[config.mk]
export PLATFORM = sky130hd
export DESIGN_NAME = octave_abundance_histogram
export DESIGN_NICKNAME = d
export VERILOG_FILES = /design/src/rtl/core/octab_pkg.sv /design/src/rtl/core/octab_binner.sv /design/src/rtl/core/octab_count_ram.sv /design/src/rtl/core/octave_abundance_histogram.sv
export SDC_FILE = /design/constraint.sdc
export NUM_CORES = 1
export LEC_CHECK = 0
export ABC_AREA = 1
export BUFFER_PORTS_ARGS = -buffer_cell sky130_fd_sc_hd__buf_2
export CAP_MARGIN = 10
export CORE_UTILIZATION = 60
export CTS_CLUSTER_DIAMETER = 60
export CTS_CLUSTER_SIZE = 14
export DETAILED_ROUTE_END_ITERATION = 8
export PLACE_DENSITY = 0.8
export SLEW_MARGIN = 20
export SYNTH_ARGS = -nofsm -noshare
export SYNTH_HDL_FRONTEND = slang
export SYNTH_SLANG_ARGS = --single-unit
[constraint.sdc]
create_clock -name clock -period 9 [get_ports clock]
set_input_delay 1.8 -clock clock [delete_from_list [all_inputs] [get_ports clock]]
set_output_delay 1.8 -clock clock [all_outputs]
set_load 0.02 [all_outputs]
[src/rtl/core/octab_pkg.sv]
// shared types, constants and bound function for the octave abundance histogram
`timescale 1ns / 1ps

package octab_pkg;

   // fixed field widths
   localparam int VAL_W        = 32;
   localparam int IDX_W        = 5;
   localparam int CNT_W        = 33;
   localparam int MAX_BINS     = 31;
   localparam int NUM_BINS_DEF = 16;

   // configuration port
   localparam int CSR_AW = 3;
   localparam int CSR_DW = 32;
   localparam logic [0:0] REG_BIN_METHOD = 1'b0;

   // binning methods
   typedef enum logic [1:0] {
      BM_POW2_MINUS1 = 2'd0,
      BM_POW2        = 2'd1,
      BM_ROOT2       = 2'd2,
      BM_HALF_CREDIT = 2'd3
   } bin_method_type;

   // control sequencer states
   typedef enum logic [2:0] {
      ST_IDLE,
      ST_BIN,
      ST_READ,
      ST_MODIFY,
      ST_EMIT_RD,
      ST_EMIT_WAIT,
      ST_EMIT_OUT
   } state_type;

   // classifier result handed to the sequencer
   typedef struct packed {
      logic [IDX_W-1:0] bin;
      logic             half;
   } bin_res_type;

   // floor(2^(b+1)/sqrt2)
   localparam logic [VAL_W-1:0] ROOT2_BOUNDS [0:MAX_BINS-1] = '{
      32'd1, 32'd2, 32'd5, 32'd11, 32'd22, 32'd45, 32'd90, 32'd181, 32'd362, 32'd724,
      32'd1448, 32'd2896, 32'd5792, 32'd11585, 32'd23170, 32'd46340, 32'd92681,
      32'd185363, 32'd370727, 32'd741455, 32'd1482910, 32'd2965820, 32'd5931641,
      32'd11863283, 32'd23726566, 32'd47453132, 32'd94906265, 32'd189812531,
      32'd379625062, 32'd759250124, 32'd1518500249
   };

   // upper bound of octave bin b under method m
   function automatic logic [VAL_W-1:0] bound_of(bin_method_type m, logic [IDX_W-1:0] b);
      logic [IDX_W-1:0] bc;
      logic [VAL_W:0]   p1;
      logic [VAL_W:0]   p0;
      logic [VAL_W-1:0] res;
      bc = (b > IDX_W'(MAX_BINS - 1)) ? IDX_W'(MAX_BINS - 1) : b;
      p1 = (VAL_W+1)'(1) << (bc + IDX_W'(1));
      p0 = (VAL_W+1)'(1) << bc;
      unique case (m)
         BM_POW2_MINUS1: res = VAL_W'(p1 - (VAL_W+1)'(1));
         BM_POW2:        res = VAL_W'(p1);
         BM_ROOT2:       res = ROOT2_BOUNDS[bc];
         BM_HALF_CREDIT: res = VAL_W'(p0);
         default:        res = VAL_W'(p0);
      endcase
      return res;
   endfunction

endpackage

[src/rtl/core/octab_binner.sv]
// octave bin classifier: parallel bound compares, priority pick, registered result
`timescale 1ns / 1ps

module octab_binner
   import octab_pkg::*;
#(
   parameter int NUM_BINS = NUM_BINS_DEF
) (
   input  logic             clock,
   input  logic             load,
   input  logic [VAL_W-1:0] value,
   input  bin_method_type   method,
   output bin_res_type      bin_res
);

   bin_res_type res_ff;
   bin_res_type res_in;

   // lowest bin whose bound covers the value, last bin otherwise
   always_comb begin
      logic [VAL_W-1:0] bnd;
      logic             hit;
      logic             eq_sel;
      res_in.bin = IDX_W'(NUM_BINS - 1);
      hit        = 1'b0;
      eq_sel     = 1'b0;
      for (int b = NUM_BINS - 2; b >= 0; b--) begin
         bnd = bound_of(method, IDX_W'(b));
         if (value <= bnd) begin
            res_in.bin = IDX_W'(b);
            eq_sel     = (value == bnd);
            hit        = 1'b1;
         end
      end
      // boundary hit splits the credit, except at the last bin
      res_in.half = (method == BM_HALF_CREDIT) && hit && eq_sel;
   end

   // result register
   always_ff @(posedge clock) begin
      if (load) begin
         res_ff <= res_in;
      end
   end

   assign bin_res = res_ff;

endmodule

[src/rtl/core/octab_count_ram.sv]
// bin count memory: registered synchronous read, one write port, per-entry valid bits
`timescale 1ns / 1ps

module octab_count_ram
   import octab_pkg::*;
#(
   parameter int NUM_BINS = NUM_BINS_DEF,
   localparam int AW      = $clog2(NUM_BINS)
) (
   input  logic             clock,
   input  logic             reset,
   input  logic             rd_en,
   input  logic             rd_clr,
   input  logic [AW-1:0]    rd_addr,
   output logic [CNT_W-1:0] rd_data,
   input  logic             wr_en,
   input  logic [AW-1:0]    wr_addr,
   input  logic [CNT_W-1:0] wr_data
);

   logic [CNT_W-1:0]    mem [NUM_BINS];
   logic [CNT_W-1:0]    rd_data_ff;
   logic                rd_valid_ff;
   logic [NUM_BINS-1:0] valid_ff;
   logic [NUM_BINS-1:0] valid_in;

   // memory array
   always_ff @(posedge clock) begin
      if (wr_en) begin
         mem[wr_addr] <= wr_data;
      end
      if (rd_en) begin
         rd_data_ff <= mem[rd_addr];
      end
   end

   // valid bits: set on write, dropped on a clearing read
   always_comb begin
      valid_in = valid_ff;
      if (rd_en && rd_clr) begin
         valid_in[rd_addr] = 1'b0;
      end
      if (wr_en) begin
         valid_in[wr_addr] = 1'b1;
      end
   end

   always_ff @(posedge clock) begin
      if (reset) begin
         valid_ff    <= '0;
         rd_valid_ff <= 1'b0;
      end else begin
         valid_ff <= valid_in;
         if (rd_en) begin
            rd_valid_ff <= valid_ff[rd_addr];
         end
      end
   end

   // entry never written since reset or last emit reads as zero
   assign rd_data = rd_valid_ff ? rd_data_ff : '0;

endmodule

[src/rtl/core/octave_abundance_histogram.sv]
// octave abundance histogram top level: csr, sequencer, emit path and output register
//
//  channel  | direction | transfer fields
//  ---------+-----------+--------------------------------------------------------------
//  req_*    | in        | tdata: abundance[31:0]; tlast: end_of_set
//  rsp_*    | out       | tdata: bin_index, otus_in_bin, total_otus, modal_bin; tlast: is_last
//  csr_*    | in/out    | bin_method at byte address 0
//
//  an input item is classified first; unless its abundance is zero, the count memory is then
//  read and written back per bin touched, one bin for a whole count and two for a split one
//  an end_of_set item then emits NUM_BINS results, one count memory read per bin, a read
//  waiting for the prior result to be taken; req_tready is low until the last result is taken
//  reset clears state, valid bits and bin_method; no clearing pass is needed
//  rsp holds its payload while rsp_tready is low
`timescale 1ns / 1ps

module octave_abundance_histogram
   import octab_pkg::*;
#(
   parameter int NUM_BINS = NUM_BINS_DEF
) (
   input  logic              clock,
   input  logic              reset,
   // input stream
   input  logic              req_tvalid,
   output logic              req_tready,
   input  logic [31:0]       req_tdata,    // [31:0] abundance
   input  logic              req_tlast,
   // result stream
   output logic              rsp_tvalid,
   input  logic              rsp_tready,
   output logic [79:0]       rsp_tdata,    // [4:0] bin_index, [36:5] otus_in_bin,
                                           // [68:37] total_otus, [73:69] modal_bin, rest 0
   output logic              rsp_tlast,
   // configuration
   input  logic              csr_psel,
   input  logic              csr_penable,
   input  logic              csr_pwrite,
   input  logic [CSR_AW-1:0] csr_paddr,
   input  logic [CSR_DW-1:0] csr_pwdata,
   output logic [CSR_DW-1:0] csr_prdata,
   output logic              csr_pready
);

   localparam int AW = $clog2(NUM_BINS);
   localparam logic [AW-1:0] LAST_IDX = AW'(NUM_BINS - 1);

   state_type        state_ff, state_in;
   bin_method_type   method_ff;
   logic [VAL_W-1:0] value_ff;
   logic             eos_ff;
   logic             pass2_ff;
   logic [AW-1:0]    emit_idx_ff;
   logic [VAL_W-1:0] total_ff, total_in;
   logic [VAL_W-1:0] best_cnt_ff, best_cnt_in;
   logic [IDX_W-1:0] best_bin_ff, best_bin_in;

   logic [IDX_W-1:0] out_bin_ff;
   logic [VAL_W-1:0] out_cnt_ff;
   logic             out_last_ff;
   logic [VAL_W-1:0] out_total_ff;
   logic [IDX_W-1:0] out_modal_ff;
   logic             out_valid_ff;

   bin_res_type      bin_res;
   logic             bin_load;
   logic             mem_rd, mem_clr, mem_wr;
   logic [AW-1:0]    mem_rd_addr, upd_addr;
   logic [CNT_W-1:0] mem_rd_data, mem_wr_data;
   logic [CNT_W:0]   upd_sum;
   logic [VAL_W-1:0] emit_cnt;
   logic [VAL_W:0]   total_sum;
   logic             out_load;
   logic             req_xfer, rsp_xfer, csr_wr;

   assign req_xfer = req_tvalid && req_tready;
   assign rsp_xfer = out_valid_ff && rsp_tready;

   // configuration register
   assign csr_pready = 1'b1;
   assign csr_wr     = csr_psel && csr_penable && csr_pwrite && csr_pready;

   always_ff @(posedge clock) begin
      if (reset) begin
         method_ff <= BM_POW2_MINUS1;
      end else if (csr_wr && (csr_paddr[2] == REG_BIN_METHOD)) begin
         method_ff <= bin_method_type'(csr_pwdata[1:0]);
      end
   end

   always_comb begin
      csr_prdata = '0;
      if (csr_paddr[2] == REG_BIN_METHOD) begin
         csr_prdata = CSR_DW'(method_ff);
      end
   end

   // classifier and count memory
   octab_binner #(.NUM_BINS(NUM_BINS)) u_binner (
      .clock   (clock),
      .load    (bin_load),
      .value   (value_ff),
      .method  (method_ff),
      .bin_res (bin_res)
   );

   assign upd_addr    = AW'(bin_res.bin) + AW'(pass2_ff);
   assign mem_rd_addr = (state_ff == ST_READ) ? upd_addr : emit_idx_ff;

   // saturating add of one or two half-units
   assign upd_sum     = {1'b0, mem_rd_data} + (CNT_W+1)'(bin_res.half ? 2'd1 : 2'd2);
   assign mem_wr_data = upd_sum[CNT_W] ? {CNT_W{1'b1}} : upd_sum[CNT_W-1:0];

   octab_count_ram #(.NUM_BINS(NUM_BINS)) u_count_ram (
      .clock   (clock),
      .reset   (reset),
      .rd_en   (mem_rd),
      .rd_clr  (mem_clr),
      .rd_addr (mem_rd_addr),
      .rd_data (mem_rd_data),
      .wr_en   (mem_wr),
      .wr_addr (upd_addr),
      .wr_data (mem_wr_data)
   );

   // next state
   always_comb begin
      state_in = state_ff;
      unique case (state_ff)
         ST_IDLE: begin
            if (req_xfer) begin
               state_in = ST_BIN;
            end
         end
         ST_BIN: begin
            if (value_ff != '0) begin
               state_in = ST_READ;
            end else if (eos_ff) begin
               state_in = ST_EMIT_RD;
            end else begin
               state_in = ST_IDLE;
            end
         end
         ST_READ: state_in = ST_MODIFY;
         ST_MODIFY: begin
            if (bin_res.half && !pass2_ff) begin
               state_in = ST_READ;
            end else if (eos_ff) begin
               state_in = ST_EMIT_RD;
            end else begin
               state_in = ST_IDLE;
            end
         end
         ST_EMIT_RD:   state_in = ST_EMIT_WAIT;
         ST_EMIT_WAIT: state_in = ST_EMIT_OUT;
         ST_EMIT_OUT: begin
            if (rsp_xfer) begin
               state_in = (emit_idx_ff == LAST_IDX) ? ST_IDLE : ST_EMIT_RD;
            end
         end
         default: state_in = ST_IDLE;
      endcase
   end

   // sequencer outputs
   always_comb begin
      req_tready = 1'b0;
      bin_load   = 1'b0;
      mem_rd     = 1'b0;
      mem_clr    = 1'b0;
      mem_wr     = 1'b0;
      out_load   = 1'b0;
      unique case (state_ff)
         ST_IDLE:      req_tready = 1'b1;
         ST_BIN:       bin_load   = 1'b1;
         ST_READ:      mem_rd     = 1'b1;
         ST_MODIFY:    mem_wr     = 1'b1;
         ST_EMIT_RD: begin
            mem_rd  = 1'b1;
            mem_clr = 1'b1;
         end
         ST_EMIT_WAIT: out_load   = 1'b1;
         ST_EMIT_OUT:  ;
         default:      ;
      endcase
   end

   // running total and modal bin over the emitted counts
   assign emit_cnt  = mem_rd_data[CNT_W-1:1];
   assign total_sum = {1'b0, total_ff} + {1'b0, emit_cnt};

   always_comb begin
      total_in    = total_sum[VAL_W] ? {VAL_W{1'b1}} : total_sum[VAL_W-1:0];
      best_cnt_in = best_cnt_ff;
      best_bin_in = best_bin_ff;
      if (emit_cnt > best_cnt_ff) begin
         best_cnt_in = emit_cnt;
         best_bin_in = IDX_W'(emit_idx_ff);
      end
   end

   // control registers
   always_ff @(posedge clock) begin
      if (reset) begin
         state_ff     <= ST_IDLE;
         pass2_ff     <= 1'b0;
         emit_idx_ff  <= '0;
         total_ff     <= '0;
         best_cnt_ff  <= '0;
         best_bin_ff  <= '0;
         out_valid_ff <= 1'b0;
      end else begin
         state_ff <= state_in;
         if (state_ff == ST_BIN) begin
            pass2_ff <= 1'b0;
         end else if (state_ff == ST_MODIFY && bin_res.half) begin
            pass2_ff <= 1'b1;
         end
         if (out_load) begin
            total_ff     <= total_in;
            best_cnt_ff  <= best_cnt_in;
            best_bin_ff  <= best_bin_in;
            out_valid_ff <= 1'b1;
         end else if (rsp_xfer) begin
            out_valid_ff <= 1'b0;
            if (emit_idx_ff == LAST_IDX) begin
               emit_idx_ff <= '0;
               total_ff    <= '0;
               best_cnt_ff <= '0;
               best_bin_ff <= '0;
            end else begin
               emit_idx_ff <= emit_idx_ff + AW'(1);
            end
         end
      end
   end

   // input and output payload registers
   always_ff @(posedge clock) begin
      if (req_xfer) begin
         value_ff <= req_tdata;
         eos_ff   <= req_tlast;
      end
      if (out_load) begin
         out_bin_ff   <= IDX_W'(emit_idx_ff);
         out_cnt_ff   <= emit_cnt;
         out_last_ff  <= (emit_idx_ff == LAST_IDX);
         out_total_ff <= (emit_idx_ff == LAST_IDX) ? total_in : '0;
         out_modal_ff <= (emit_idx_ff == LAST_IDX) ? best_bin_in : '0;
      end
   end

   assign rsp_tvalid = out_valid_ff;
   assign rsp_tlast  = out_last_ff;
   assign rsp_tdata  = {6'd0, out_modal_ff, out_total_ff, out_cnt_ff, out_bin_ff};

   // checks
   a_no_overlap: assert property (@(posedge clock) disable iff (reset)
      !(req_tready && rsp_tvalid))
      else $error("input accepted while a result is pending");

   a_last_bin: assert property (@(posedge clock) disable iff (reset)
      rsp_tvalid && rsp_tlast |-> rsp_tdata[4:0] == IDX_W'(NUM_BINS - 1))
      else $error("last result is not the last bin");

   a_summary_zero: assert property (@(posedge clock) disable iff (reset)
      rsp_tvalid && !rsp_tlast |-> rsp_tdata[73:37] == '0)
      else $error("summary fields set on a non-final result");

   a_accept_bins: assert property (@(posedge clock) disable iff (reset)
      req_tvalid && req_tready |=> state_ff == ST_BIN)
      else $error("accepted item not classified");

endmodule
==> metrics.cfg <==
[power_and_ir_drop]
p_sw_mw=1.797
ir_drop_mv=0.1377
leakagePower_nw=14.02
combPwrFrac_pct=9.6
intPower_mw=5.630
power_frac_seq_pct=53.6
p_per_area_nw_per_um2=197.8
p_sw_share_pct=24.19
pwr-share-clk_pct=36.8

[worst_setup_path]
cp_common_cell=nand2_1
slowest_delay_ps=860
critPathLaunchType=register
slowest_stage=dfxtp_1
r2r_start=method_ff[0]
endpoint_kind=register
worstPathMaxFanout=19
crit_required_ps=9450
reg2regPathDepth=34
crit_arrival_ps=5370
r2r_slack_ps=4080
r2r-end=u_binner.bin_res[0]
worstSetupPathType=reg2reg

[global_route]
use_met1_pct=39.70
grt_max_degree=101
grt-busiest-layer=met2
grt_pass1_vias=23530
use_met3_pct=5.304
grtUsageTotal_pct=29.69
grt_pass1_wl_mm=129.6
met2_usage_pct=48.50
antenna_found_initial=0
overflow=0

[sta]
slew_viol_final=0
tightest_slew_ps=1066
finalClockSkew_ps=22.69
final.setup.tns_ps=0
rsz0062_at_grt=no
layout_min_cycle_time_ps=4916
min_period_over_period_pct=54.62
finalHoldViolations=0
finalSetupViolCount=0
max_freq_mhz=203.4
relSlewSlack_pct=28.79

[logic_synthesis]
ys_seq_area_share_pct=64.99
yosysTopAreaCellShare_pct=59.30
synth_top_family_by_area=compound AO/OA/AOI/OAI gates
synthTopCellsByArea=edfxtp_1 59%, a22oi_1 6.0%, dfxtp_1 5.7%
synth_compound_area_share_pct=13.60
synthDistinctLibCells=61
synth_xor_area_share_pct=0.6681
async_flop_share_pct=0
synth.avg_cell_area_um2=11.65
synth_top_cell_by_area=edfxtp_1
yosys.area_share.adder_pct=4.853
syn_area_um2=34080
synth_seq_cells=770
syn_inst=2925
ys_warn_count=0
synth.area.mux_share_pct=0
synth_ff_type=edfxtp_1
synth-simple-area-share_pct=10.55
synth-edff-count=673

[clocking]
insertion_delay_ps=620
cts_buffers=67
clk_pin_slew_ps=70
h-tree-depth=3
cts_tree=yes
cts-resized-gates=0
post-cts-setup-buffer-count=0
ctsHoldBuffers=0
clk_path_buf_depth=3
root_buffer=clkbuf_16
clock_sinks=770

[routing]
drc=0
finalWirelength_mm=85.20
vias=23900
initialDrtViolationCount=2867
routedWlPerCell_um=22.31
ant_nets=0
drt_first_pass_iters=8
via_per_inst=6.259

[worst_hold_path]
hold_start=best_cnt_ff[4]
min_to=best_cnt_ff[4]
hp-class=reg2reg
holdPathStages=2

[floorplan]
start_util_pct=61.27
ios=191
rows=86
die_x_um=240.3
die_h_um=240.3
die_area_um2=57760
design.core.area_um2=55630

[outcome]
outcome=complete, no violations

[layout]
layoutNonFillerInstCount=3819
fin_nets=3248
syn2layout_area_growth_pct=10.17
antenna_cells=0
drive_gt1_share_pct=10.68

[placed_design]
gp_congestion=0.9403
dp.final_hpwl_mm=49.35
placed_cells=3721
port_buffers=120

[flow_run]
cap_violations=0

critical path, delay by kind of cell, from the launching register on:
kind / cells / cell delay (ps)
buf+inv: 4 / 990
simple gates: 28 / 2310
fa+ha+maj: 1 / 460
compound gates: 1 / 130
flops: 1 / 860
metrics by stage:
stage,util [%],power [mW],instance area (um2),hold WS (ps),setup WS [ps]
after detailed placement,63.86,4.750,35530,451.9,4263
final,67.50,7.427,37550,463.7,4084
after CTS,67.48,7.432,37540,462.4,4212
after global placement,63.86,4.719,35530,447.7,4333
after global routing,67.50,7.643,37550,481.2,3608
after floorplan,-,4.531,34220,436.0,3508
layout make-up:
class | instances | area (um2)
clock buffer | 85 | 1807
fill | 3899 | 18080
sequential | 770 | 22150
clock inverter | 13 | 206.4
tap | 748 | 935.9
timing repair buffer | 162 | 919.6
multi-input combinational | 1755 | 10450
inverter | 286 | 1075
worst max path at each step:
stage	startpoint	to	slack, ps	cells past startpoint
3_3_place_gp	method_ff[0]	u_binner.bin_res[0]	4330	34
6_report	method_ff[0]	u_binner.bin_res[0]	4080	34
3_5_place_dp	method_ff[0]	u_binner.bin_res[0]	4260	34
2_1_floorplan	req_tvalid	eos_ff	3510	2
4_1_cts	method_ff[0]	u_binner.bin_res[0]	4210	34
5_1_grt	method_ff[0]	u_binner.bin_res[0]	3610	34
cells by family after synthesis:
logic type      after synthesis
compound gates              750
xor+xnor                     26
fa+ha+maj                   131
buf+inv                     436
flops                       770
other cells                   2
simple gates                810
cells in the mapped netlist (all sizes together) (69+ instances only):
library cell / n
a21oi: 321
a22oi: 272
buf: 69
clkbuf: 81
dfxtp: 97
edfxtp: 673
ha: 129
inv: 285
nand2: 409
nand3: 71
nor2: 193
o21ai: 94
sequential cells by signal, indices dropped and copies added (netlist names), 2 cells and up:
register                count
best_bin_ff                 5
u_count_ram.valid_ff       16
u_count_ram.mem           528
value_ff                   32
total_ff                   32
best_cnt_ff                32
u_binner.bin_res            5
out_total_ff               32
u_count_ram.rd_data_ff     33
state_ff                    3
out_cnt_ff                 32
emit_idx_ff                 4
out_modal_ff                5
out_bin_ff                  4
method_ff                   2
power by group through the flow:
stage	clock, mW	combinational [mW]	sequential [mW]
detailed placement	0	0.696	4.05
global route	2.89	0.774	3.98
finish	2.73	0.715	3.98
CTS	2.75	0.701	3.98
floorplan	0	0.487	4.04
global placement	0	0.667	4.05
metal layers:
metal | part of all wire (%) | up-vias
met5 | 0 | -
met2 | 48 | 1402
met3 | 10 | 205
met4 | 3.2 | 0
met1 | 39 | 11530
li1 | - | 10770
layout by cell type (no fill, tap or decap), types with 71 or more instances in the layout:
cell type,Yosys,layout
a22oi_1,272,272
ha_1,129,129
inv_1,278,278
nor2_1,182,160
edfxtp_1,673,673
nand2_1,405,405
dfxtp_1,97,97
a21oi_1,318,316
buf_2,18,120
nand3_1,71,71
o21ai_0,84,81
No activity file was read; power rests on OpenSTA's default activity.
